## src/hw/rtl/modbus_register_response_checker_top_defines.svh

```systemverilog
// Assertion macros shared by the checker modules.
`ifndef MODBUS_REGISTER_RESPONSE_CHECKER_TOP_DEFINES_SVH
`define MODBUS_REGISTER_RESPONSE_CHECKER_TOP_DEFINES_SVH

// Checked on every rising edge of clk outside reset.
`define MRRC_ASSERT(label, prop, msg) \
  label: assert property (@(posedge clk) disable iff (rst) prop) else $error(msg);

// Checked on every rising edge of clk, reset included.
`define MRRC_ASSERT_ALWAYS(label, prop, msg) \
  label: assert property (@(posedge clk) prop) else $error(msg);

`endif

```

## src/hw/rtl/mrrc_pkg.sv

```systemverilog
package mrrc_pkg;

  localparam logic [15:0] CRC_INIT = 16'hFFFF;
  localparam logic [15:0] CRC_POLY = 16'hA001;
  localparam logic [7:0] EXC_BIT = 8'h80;
  localparam logic [7:0] EXPECTED_FUNCTION_RESET = 8'd3;
  localparam int MIN_FRAME = 5;

  localparam int RES_DEPTH = 4;
  localparam int RES_PTR_W = $clog2(RES_DEPTH);
  localparam int RES_CNT_W = $clog2(RES_DEPTH + 1);

  typedef enum logic [2:0] {
    ST_OK    = 3'd0,
    ST_SHORT = 3'd1,
    ST_CRC   = 3'd2,
    ST_EXC   = 3'd3,
    ST_FUNC  = 3'd4,
    ST_TRUNC = 3'd5
  } status_t;

  typedef enum logic {
    KIND_WORD   = 1'b0,
    KIND_STATUS = 1'b1
  } kind_t;

  typedef struct packed {
    kind_t       kind;
    logic [15:0] word;
    logic [6:0]  index;
    status_t     status;
    logic [7:0]  exc;
    logic        last;
  } result_t;

  typedef struct packed {
    logic    word_valid;
    logic    status_valid;
    result_t word_res;
    result_t status_res;
  } push_t;

  function automatic logic [15:0] crc_byte(input logic [15:0] crc, input logic [7:0] b);
    logic [15:0] c;
    c = crc ^ {8'h00, b};
    for (int k = 0; k < 8; k++) begin
      if (c[0]) begin
        c = (c >> 1) ^ CRC_POLY;
      end else begin
        c = c >> 1;
      end
    end
    return c;
  endfunction

endpackage

```

## src/hw/rtl/mrrc_frame.sv

```systemverilog
`include "modbus_register_response_checker_top_defines.svh"

module mrrc_frame #(
  parameter int MAX_FRAME_BYTES = 256
) (
  input  logic            clk,
  input  logic            rst,
  input  logic            cfg_write,
  input  logic [7:0]      cfg_data,
  input  logic            accept,
  input  logic [7:0]      rx_byte,
  input  logic            frame_end,
  output mrrc_pkg::push_t push
);
  import mrrc_pkg::*;

  localparam int POS_W = $clog2(MAX_FRAME_BYTES + 1);

  logic [7:0]       expected_function;
  logic [POS_W-1:0] pos;
  logic [7:0]       d0;
  logic [7:0]       d1;
  logic [15:0]      crc;
  logic [7:0]       fn;
  logic [7:0]       bc;
  logic [7:0]       hi;
  logic [6:0]       words;

  logic [POS_W-1:0] f_pos;
  logic [7:0]       f_d0;
  logic [7:0]       f_d1;
  logic [15:0]      f_crc;
  logic [7:0]       f_fn;
  logic [7:0]       f_bc;
  logic [7:0]       f_hi;
  logic [6:0]       f_words;
  logic             word_fire;
  status_t          status;
  logic [7:0]       exc;

  always_comb begin
    f_pos = pos;
    f_d0 = d0;
    f_d1 = d1;
    f_crc = crc;
    f_fn = fn;
    f_bc = bc;
    f_hi = hi;
    word_fire = 1'b0;
    if (pos < POS_W'(MAX_FRAME_BYTES)) begin
      if (pos >= POS_W'(2)) begin
        f_crc = crc_byte(crc, d0);
        if (pos == POS_W'(3)) begin
          f_fn = d0;
        end else if (pos == POS_W'(4)) begin
          f_bc = d0;
        end else if (pos >= POS_W'(5)) begin
          if (pos[0]) begin
            f_hi = d0;
          end else if (words < bc[7:1]) begin
            word_fire = 1'b1;
          end
        end
      end
      f_d0 = d1;
      f_d1 = rx_byte;
      f_pos = pos + POS_W'(1);
    end
    f_words = words + 7'(word_fire);
  end

  always_comb begin
    exc = 8'h00;
    priority if (f_pos < POS_W'(MIN_FRAME)) begin
      status = ST_SHORT;
    end else if ({f_d1, f_d0} != f_crc) begin
      status = ST_CRC;
    end else if ((f_fn & EXC_BIT) != 8'h00) begin
      status = ST_EXC;
      exc = f_bc;
    end else if (f_fn != expected_function) begin
      status = ST_FUNC;
    end else if (10'(f_pos) < 10'(f_bc) + 10'(MIN_FRAME)) begin
      status = ST_TRUNC;
    end else begin
      status = ST_OK;
    end
  end

  always_comb begin
    push.word_valid = accept && word_fire;
    push.status_valid = accept && frame_end;
    push.word_res.kind = KIND_WORD;
    push.word_res.word = {hi, d0};
    push.word_res.index = words;
    push.word_res.status = ST_OK;
    push.word_res.exc = 8'h00;
    push.word_res.last = 1'b0;
    push.status_res.kind = KIND_STATUS;
    push.status_res.word = 16'h0000;
    push.status_res.index = f_words;
    push.status_res.status = status;
    push.status_res.exc = exc;
    push.status_res.last = 1'b1;
  end

  always_ff @(posedge clk) begin
    if (rst) begin
      expected_function <= EXPECTED_FUNCTION_RESET;
    end else if (cfg_write) begin
      expected_function <= cfg_data;
    end
  end

  always_ff @(posedge clk) begin
    if (rst || (accept && frame_end)) begin
      pos <= '0;
      d0 <= 8'h00;
      d1 <= 8'h00;
      crc <= CRC_INIT;
      fn <= 8'h00;
      bc <= 8'h00;
      hi <= 8'h00;
      words <= 7'd0;
    end else if (accept) begin
      pos <= f_pos;
      d0 <= f_d0;
      d1 <= f_d1;
      crc <= f_crc;
      fn <= f_fn;
      bc <= f_bc;
      hi <= f_hi;
      words <= f_words;
    end
  end

  `MRRC_ASSERT(a_pos_bound, pos <= POS_W'(MAX_FRAME_BYTES), "byte position beyond frame limit")
  `MRRC_ASSERT(a_words_bound, words <= bc[7:1], "more words than the byte count allows")
  `MRRC_ASSERT(a_end_clears, (accept && frame_end) |=> (pos == '0 && words == 7'd0), "frame state not cleared after status")

endmodule

```

## src/hw/rtl/mrrc_result_fifo.sv

```systemverilog
`include "modbus_register_response_checker_top_defines.svh"

module mrrc_result_fifo (
  input  logic              clk,
  input  logic              rst,
  input  mrrc_pkg::push_t   push,
  output logic              full,
  output logic              out_valid,
  input  logic              out_stall,
  output mrrc_pkg::result_t head
);
  import mrrc_pkg::*;

  result_t              entries [RES_DEPTH];
  logic [RES_PTR_W-1:0] wr_ptr;
  logic [RES_PTR_W-1:0] rd_ptr;
  logic [RES_CNT_W-1:0] count;

  logic                 pop;
  logic                 push_any;
  logic [1:0]           push_n;
  result_t              first_res;

  assign pop = out_valid && !out_stall;
  assign push_any = push.word_valid || push.status_valid;
  assign push_n = 2'(push.word_valid) + 2'(push.status_valid);
  assign first_res = push.word_valid ? push.word_res : push.status_res;
  assign full = count > RES_CNT_W'(RES_DEPTH - 2);
  assign out_valid = count != '0;
  assign head = entries[rd_ptr];

  always_ff @(posedge clk) begin
    if (push_any) begin
      entries[wr_ptr] <= first_res;
    end
    if (push.word_valid && push.status_valid) begin
      entries[wr_ptr + RES_PTR_W'(1)] <= push.status_res;
    end
  end

  always_ff @(posedge clk) begin
    if (rst) begin
      wr_ptr <= '0;
      rd_ptr <= '0;
      count <= '0;
    end else begin
      wr_ptr <= wr_ptr + RES_PTR_W'(push_n);
      if (pop) begin
        rd_ptr <= rd_ptr + RES_PTR_W'(1);
      end
      count <= count + RES_CNT_W'(push_n) - RES_CNT_W'(pop);
    end
  end

  `MRRC_ASSERT(a_no_overflow, push_any |-> count <= RES_CNT_W'(RES_DEPTH - 2), "request pushed while queue lacks room")
  `MRRC_ASSERT(a_pop_count, (pop && !push_any) |=> count == $past(count) - RES_CNT_W'(1), "count did not drop on a lone pop")
  `MRRC_ASSERT(a_count_bound, count <= RES_CNT_W'(RES_DEPTH), "queue count beyond depth")
  `MRRC_ASSERT_ALWAYS(a_reset_empty, rst |=> !out_valid, "queue not empty after reset")

endmodule

```

## src/hw/rtl/modbus_register_response_checker_top.sv

```systemverilog
// Channel  Direction  Handshake             Payload
// in       sink       in_valid, in_stall    rx_byte, frame_end
// out      source     out_valid, out_stall  result_kind, register_word, word_index,
//                                           frame_status, exception_code, last_result
// cfg      sink       cfg_write             cfg_data (expected function code)
//
// One received byte can be taken every cycle when in_stall is low. Its word and
// status results are written into a four-entry result queue at the accepting edge,
// are offered on the output from the next cycle on, and leave the queue one per cycle
// unless stalled. in_stall is high while the queue holds three or more results, so a
// stalled output side holds the input back once three results are waiting.
// Reset is synchronous on rst and sets the expected function code to 3.

module modbus_register_response_checker_top #(
  parameter int MAX_FRAME_BYTES = 256
) (
  input  logic        clk,
  input  logic        rst,
  input  logic        cfg_write,
  input  logic [7:0]  cfg_data,
  input  logic        in_valid,
  output logic        in_stall,
  input  logic [7:0]  rx_byte,
  input  logic        frame_end,
  output logic        out_valid,
  input  logic        out_stall,
  output logic        result_kind,
  output logic [15:0] register_word,
  output logic [6:0]  word_index,
  output logic [2:0]  frame_status,
  output logic [7:0]  exception_code,
  output logic        last_result
);
  import mrrc_pkg::*;

  push_t   push;
  result_t head;
  logic    full;
  logic    accept;

  assign in_stall = full;
  assign accept = in_valid && !full;

  mrrc_frame #(
    .MAX_FRAME_BYTES(MAX_FRAME_BYTES)
  ) u_frame (
    .clk(clk),
    .rst(rst),
    .cfg_write(cfg_write),
    .cfg_data(cfg_data),
    .accept(accept),
    .rx_byte(rx_byte),
    .frame_end(frame_end),
    .push(push)
  );

  mrrc_result_fifo u_fifo (
    .clk(clk),
    .rst(rst),
    .push(push),
    .full(full),
    .out_valid(out_valid),
    .out_stall(out_stall),
    .head(head)
  );

  assign result_kind = head.kind;
  assign register_word = head.word;
  assign word_index = head.index;
  assign frame_status = head.status;
  assign exception_code = head.exc;
  assign last_result = head.last;

endmodule

```

## config.mk

```make
export PLATFORM = sky130hd
export DESIGN_NAME = modbus_register_response_checker_top
export DESIGN_NICKNAME = d
export VERILOG_FILES = /design/src/hw/rtl/mrrc_pkg.sv /design/src/hw/rtl/mrrc_frame.sv /design/src/hw/rtl/mrrc_result_fifo.sv /design/src/hw/rtl/modbus_register_response_checker_top.sv
export VERILOG_INCLUDE_DIRS = /design/src /design/src/hw/rtl
export SDC_FILE = /design/constraint.sdc
export NUM_CORES = 1
export LEC_CHECK = 0
export ABC_AREA = 1
export BUFFER_PORTS_ARGS = -buffer_cell sky130_fd_sc_hd__buf_2
export CORE_ASPECT_RATIO = 1.4
export CORE_MARGIN = 4
export CORE_UTILIZATION = 43
export DETAILED_ROUTE_END_ITERATION = 6
export GPL_TIMING_DRIVEN = 0
export SLEW_MARGIN = 10
export SYNTH_ARGS = -nofsm -noshare
export SYNTH_HDL_FRONTEND = slang
export SYNTH_SLANG_ARGS = --single-unit
```

## constraint.sdc

```tcl
create_clock -name clk -period 4.5 [get_ports clk]
set_input_delay 0.225 -clock clk [delete_from_list [all_inputs] [get_ports clk]]
set_output_delay 0.225 -clock clk [all_outputs]
set_load 0.05 [all_outputs]
```

# --- Word-level counts from Yosys, hierarchy flattened ---
# Memory sizes are Yosys's and may differ from the RTL's. A register that Yosys moved wholly into a read port is not among the register bits.
# Index checks and enable logic that the tools add are counted.
totals:
  register_bits: 87
  memories: 1
  ramBits: 144
  output_inout_bits: 38
  word_cells: 111
op_classes:
  n_reduce_logical: 11
  add_sub_neg: 9
  bitwise_logic: 11
  eq_ne: 4
  n_mux: 56
  n_lt_le_gt_ge: 7
memory_table:
  columns: ["memory", "words", "word_bits", "rd", "rd_ports_with_merged_regs", "wr", "line", "text"]
  rows:
  - ["u_fifo.entries", 4, 36, 1, 1, 2, "mrrc_result_fifo.sv:14", "result_t entries [RES_DEPTH];"]
op_table:
  columns: ["operator", "count"]
  rows:
  - ["$mux W16", 24]
  - ["$mux W8", 12]
  - ["$mux W36", 1]
  - ["$not A2 Y3", 8]
  - ["$ne A16 B16 Y1", 1]
  - ["$xor A16 B8 Y16", 1]
  - ["$mux W3", 5]
  - ["$mux W1", 11]
  - ["$lt A9 B10 Y1", 1]
  - ["$add A8 B3 Y9 const B", 1]
  - ["$add A9 B1 Y9 const B", 1]
  - ["$eq A9 B2 Y1 const B", 1]
  - ["$eq A9 B3 Y1 const B", 1]
  - ["$ge A9 B2 Y1 const B", 1]
  - ["$ge A9 B3 Y1 const B", 1]
  - ["$lt A9 B3 Y1 const B", 1]
  - ["$lt A9 B9 Y1 const B", 1]
  - ["$mux W9", 1]
  - ["$ne A8 B8 Y1", 1]
  - ["$add A7 B1 Y7", 1]
  - ["$lt A7 B7 Y1", 1]
  - ["$reduce_and A7 Y1", 1]
  - ["$logic_and A1 B1 Y1", 5]
  - ["$add A2 B1 Y2 const B", 2]
  - ["10 further kinds", 14]

# --- Longest topological paths before layout ---
logic_depth:
  ltp_word: 37
  ltp_mapped: 24
  depth_no_buf: 24

# --- Modules after synthesis ---
# A second synthesis with hierarchy kept.
hier_totals:
  cells_unflattened: 1777
  area_unflattened_um2: 13449.1
by_module_without_submodules:
  columns: ["mod", "n_inst", "area_per_inst_um2", "cells_per_inst"]
  rows:
  - ["mrrc_result_fifo", 1, 7802.5, 853]
  - ["mrrc_frame", 1, 5636.7, 922]
  - ["modbus_register_response_checker_top", 1, 10.0, 2]

# --- Worst setup path after synthesis ---
# No wires, ideal clock.
synth_path:
  kind: "flip-flop to flip-flop"
  start: "register u_frame.words[2]"
  end: "memory u_fifo.entries[3][2] in the netlist's numbering, data pin"
  setup_time_ns: 0.140
  required_ns: 4.360
  slack_ns: 1.107
  stages_incl_launch_ff: 18
  synth_period_minus_slack_ns: 3.393
  t_arrival_ns: 3.254
  cell_sequence: "dfxtp_1 -> ha_1 -> a21oi_1 -> nand2_1 -> nand4_1 -> o2111ai_1 -> nor3b_1 -> nand2_1 -> nor2_2 -> buf_1 -> ha_1 -> inv_1 -> nor3_1 -> inv_1 -> nand2_1 -> o21ai_0 -> buf_2 -> nor2_1"
synth_rtl:
  columns: ["element", "line", "text"]
  rows:
  - ["start: declaration", "mrrc_frame.sv:27", "logic [6:0] words;"]
  - ["start signal: assignment", "mrrc_frame.sv:133", "words <= f_words;"]
  - ["end: declaration", "mrrc_result_fifo.sv:14", null]

==> flow_metrics.py <==
metrics = {
    "timing": {
        "max-slew-margin-rel_pct": 43.2,
        "rsz0062_at_grt": "false",
        "finalCritPeriodShare_pct": 89.9,
        "hold_viol_final": 0,
        "fin_tns_setup_ns": 0,
        "setup_viol": 0,
        "fin_skew_ns": 0.0248,
        "max_freq_mhz": 247,
        "slew_viol_final": 0,
        "worst_pin_slew_ns": 0.853,
        "finalCriticalPeriod_ns": 4.05,
    },
    "grt": {
        "antenna_found_initial": 0,
        "grt_max_degree": 20,
        "grt_pass1_wl_mm": 57.4,
        "grt_pass1_vias": 10700,
        "overflow": 0,
        "grtUsageTotal_pct": 23.9,
    },
    "logic_synthesis": {
        "netlist_area_sq_mm": 0.0118,
        "yosysMostFrequentCell": "nand2_1",
        "synthCells": 1534,
        "async_reset_ff_share_pct": 0,
        "synth-compound-area-share_pct": 17.7,
        "synth_top_cell_by_area": "dfxtp_1",
        "ys_types": 49,
        "syn_area_per_cell_sq_um": 7.72,
        "synth_common_cells": "281 x nand2_1, 226 x o21ai_0, 157 x dfxtp_1",
        "yosys_warnings": 0,
        "synth_area_leaders": "dfxtp_1 27%, edfxtp_1 18%, o21ai_0 9.5%",
        "synth_xor_area_share_pct": 1.96,
        "synth_top_area_share_pct": 26.5,
        "synth-edff-count": 72,
        "synth_mux_area_share_pct": 0,
        "synth-simple-area-share_pct": 24.4,
        "synth_top_family_by_area": "simple AND/OR/NAND/NOR gates",
        "synth-seq-cells": 229,
        "yosysSeqAreaShare_pct": 44.8,
        "syn_nets": 1583,
        "synth_ff_type": "dfxtp_1",
        "synth_fa_ha_area_share_pct": 2.91,
    },
    "worst_setup_path": {
        "crit_fanout": 19,
        "required_ns": 4.88,
        "slowest_stage": "dfxtp_1",
        "cp_slowest_stage_delay_ns": 0.46,
        "crit_path_end_kind": "register",
        "cp_cell_sequence": "ha_1 -> a21oi_1 -> nand2_1 -> nand4_1 -> o2111ai_1 -> nor3b_1 -> nand2_1 -> nor2_2 -> clkbuf_2 -> ha_1 -> nand2_1 -> nor2_1 -> inv_1 -> nand2_2 -> o21ai_0 -> buf_2 -> nor2_1",
        "path_class": "reg2reg",
        "worstPathArrival_ns": 4.43,
        "critPathLaunchType": "register",
        "cpMostUsedCell": "nand2_1",
    },
    "drt": {
        "met3_length_mm": 1.92,
        "drt_first_pass_iters": 6,
        "drtAntennaViolNets": 0,
        "routed-via-count": 10900,
        "routed-wl-met2_mm": 18.0,
        "highest_layer": "met4",
        "wl_met1_mm": 14.7,
        "via_per_inst": 5.42,
        "wl_per_cell_um": 18.2,
        "drcViolationCount": 0,
        "wirelength_mm": 36.6,
        "first_iter_violations": 877,
    },
    "place": {
        "portBuffers": 58,
        "routabilityCongestion": 0.925,
        "hpwl_mm": 26.5,
    },
    "floorplanning": {
        "start_util_pct": 43.9,
        "rows": 71,
        "core-area_sq_mm": 0.0270,
        "die_w_um": 148,
        "fp.dieArea_sq_mm": 0.0303,
        "die_h_um": 204,
        "io_pins": 60,
    },
    "clocking": {
        "cts_sinks": 229,
        "cts_root_buf": "clkbuf_16",
        "clk_path_buf_depth": 3,
        "clk-insertion-delay-late_ns": 0.54,
        "cts_buffers": 25,
        "cts_tree": "yes",
        "h-tree-depth": 1,
        "path_clk_slew_ns": 0.07,
    },
    "power": {
        "ir_drop_uv": 338,
        "seqPwrFrac_pct": 32.2,
        "p_per_area_mw_per_mm2": 576,
        "netSwitchingPower_w": 0.00336,
        "p_total_w": 0.00781,
        "leakagePower_nw": 5.76,
        "clock_power_share_pct": 27.0,
        "p_comb_share_pct": 40.8,
        "switching_share_pct": 43.0,
        "p_int_w": 0.00445,
    },
    "cells_and_area": {
        "num_antenna_cells": 0,
        "nets": 1677,
        "syn_to_final_growth_pct": 14.4,
        "fill_cells": 2717,
        "final_layout_size_suffix_gt1_share_pct": 10.3,
    },
    "outcome": {
        "status": "finished clean",
    },
    "job": {
        "maxCapViolCount": 0,
    },
    "min_path": {
        "hp-class": "in2reg",
    },
}
state kept, by name, indices dropped and copies added (netlist names), named ones only:
register,cells
u_frame.pos,9
u_frame.hi,8
u_frame.d1,8
u_frame.fn,8
u_fifo.wr_ptr,2
u_fifo.count,3
u_frame.bc,8
u_fifo.entries,140
u_frame.words,7
u_frame.expected_function,8
u_frame.d0,8
u_fifo.rd_ptr,2
u_frame.crc,16
path summary, 6_finish.rpt:
| kind | from | to | slack [ns] | cells after the start |
|---|---|---|---|---|
| max | u_frame.words[2]$_SDFFE_PP0P_ | u_fifo.entries[1][5]$_DFFE_PP_ | 0.45 | 17 |
| min | out_stall | u_fifo.rd_ptr[0]$_SDFFE_PP0P_ | 0.06 | 3 |
| max reg2reg | u_frame.words[2]$_SDFFE_PP0P_ | u_fifo.entries[1][5]$_DFFE_PP_ | 0.45 | 17 |
| min reg2reg | u_fifo.entries[1][0]$_SDFFE_PP1P_ | u_fifo.entries[1][0]$_SDFFE_PP1P_ | 0.46 | 2 |
layout make-up:
type                       count  area [sq um]  share of cell area [%]
inverter                     146           551                    4.06
sequential                   229          5310                    39.1
clock buffer                  35           723                    5.34
clock inverter                11           116                   0.859
timing repair buffer          67           380                    2.81
buffer                        91           429                    3.17
tap                          365           457                    3.37
multi-input combinational   1068          5590                    41.3
placed cells by master, fill, tap and decap left out, types with 6 or more instances in the layout:
cell           instances
ha_1                  26
dlygate4sd3_1          9
nand2_1              277
xnor2_1                6
clkbuf_16             25
clkbuf_8               6
o22ai_1               63
nand4_4               10
edfxtp_1              72
nor3_1                11
o21bai_1               7
a21oi_1               65
xor2_1                18
buf_2                 63
nor2_2                 7
o21ai_0              226
o211ai_1              13
dfxtp_1              157
nand2_2                9
inv_1                139
nand3_1              134
nor2_1               152
clkbuf_1              75
power groups by stage:
| stage | Clock, W | Combinational [W] | Sequential (W) |
|---|---|---|---|
| 3_5_place_dp | 0 | 0.00316 | 0.00256 |
| 5_1_grt | 0.00222 | 0.00348 | 0.00254 |
| 2_1_floorplan | 0 | 0.00235 | 0.00251 |
| 6_report | 0.00211 | 0.00319 | 0.00252 |
| 3_3_place_gp | 0 | 0.00313 | 0.00255 |
| 4_1_cts | 0.00214 | 0.00318 | 0.00252 |
per-layer routing:
metal / up-vias / GRT usage, %
li1: 5367 / -
met1: 5087 / 28.5
met2: 340 / 42.5
met3: 101 / 2.55
met4: 0 / 11.8
met5: - / 0
timing repair:
action	CTS	global route
gates resized for setup	4	3
hold buffers	9	0
hold endpoints to repair	12	0
buffers inserted	0	0
setup endpoints to repair	40	25
cells by family after synthesis:
family,after synthesis
AND/OR/NAND/NOR,628
buffers and inverters,237
flip-flops,229
AO/OA/AOI/OAI,388
adder cells (fa/ha/maj),27
XOR/XNOR,25
critical path: cells and delay by family, from the launching register on:
| kind | cells | cell delay (ns) |
|---|---|---|
| AOI/OAI and AO/OA | 3 | 0.65 |
| adders and majority gates | 2 | 0.48 |
| buffers and inverters | 3 | 0.73 |
| DFF | 1 | 0.46 |
| and+or+nand+nor | 9 | 1.56 |
per-stage QoR:
step	std cells	hold WS (ns)	utilization, %	worst slack, ns	area (sq um)
final	2012	0.0603	50.2	0.453	13600
after global routing	2012	0.0922	50.2	0.103	13600
after CTS	2012	0.0452	50.1	0.0933	13500
after detailed placement	1957	0.447	46.6	-0.294	12600
after global placement	1957	0.438	46.6	-0.201	12600
after floorplan	1534	0.292	-	1.11	11800
Power figures use the tool's default switching activity.
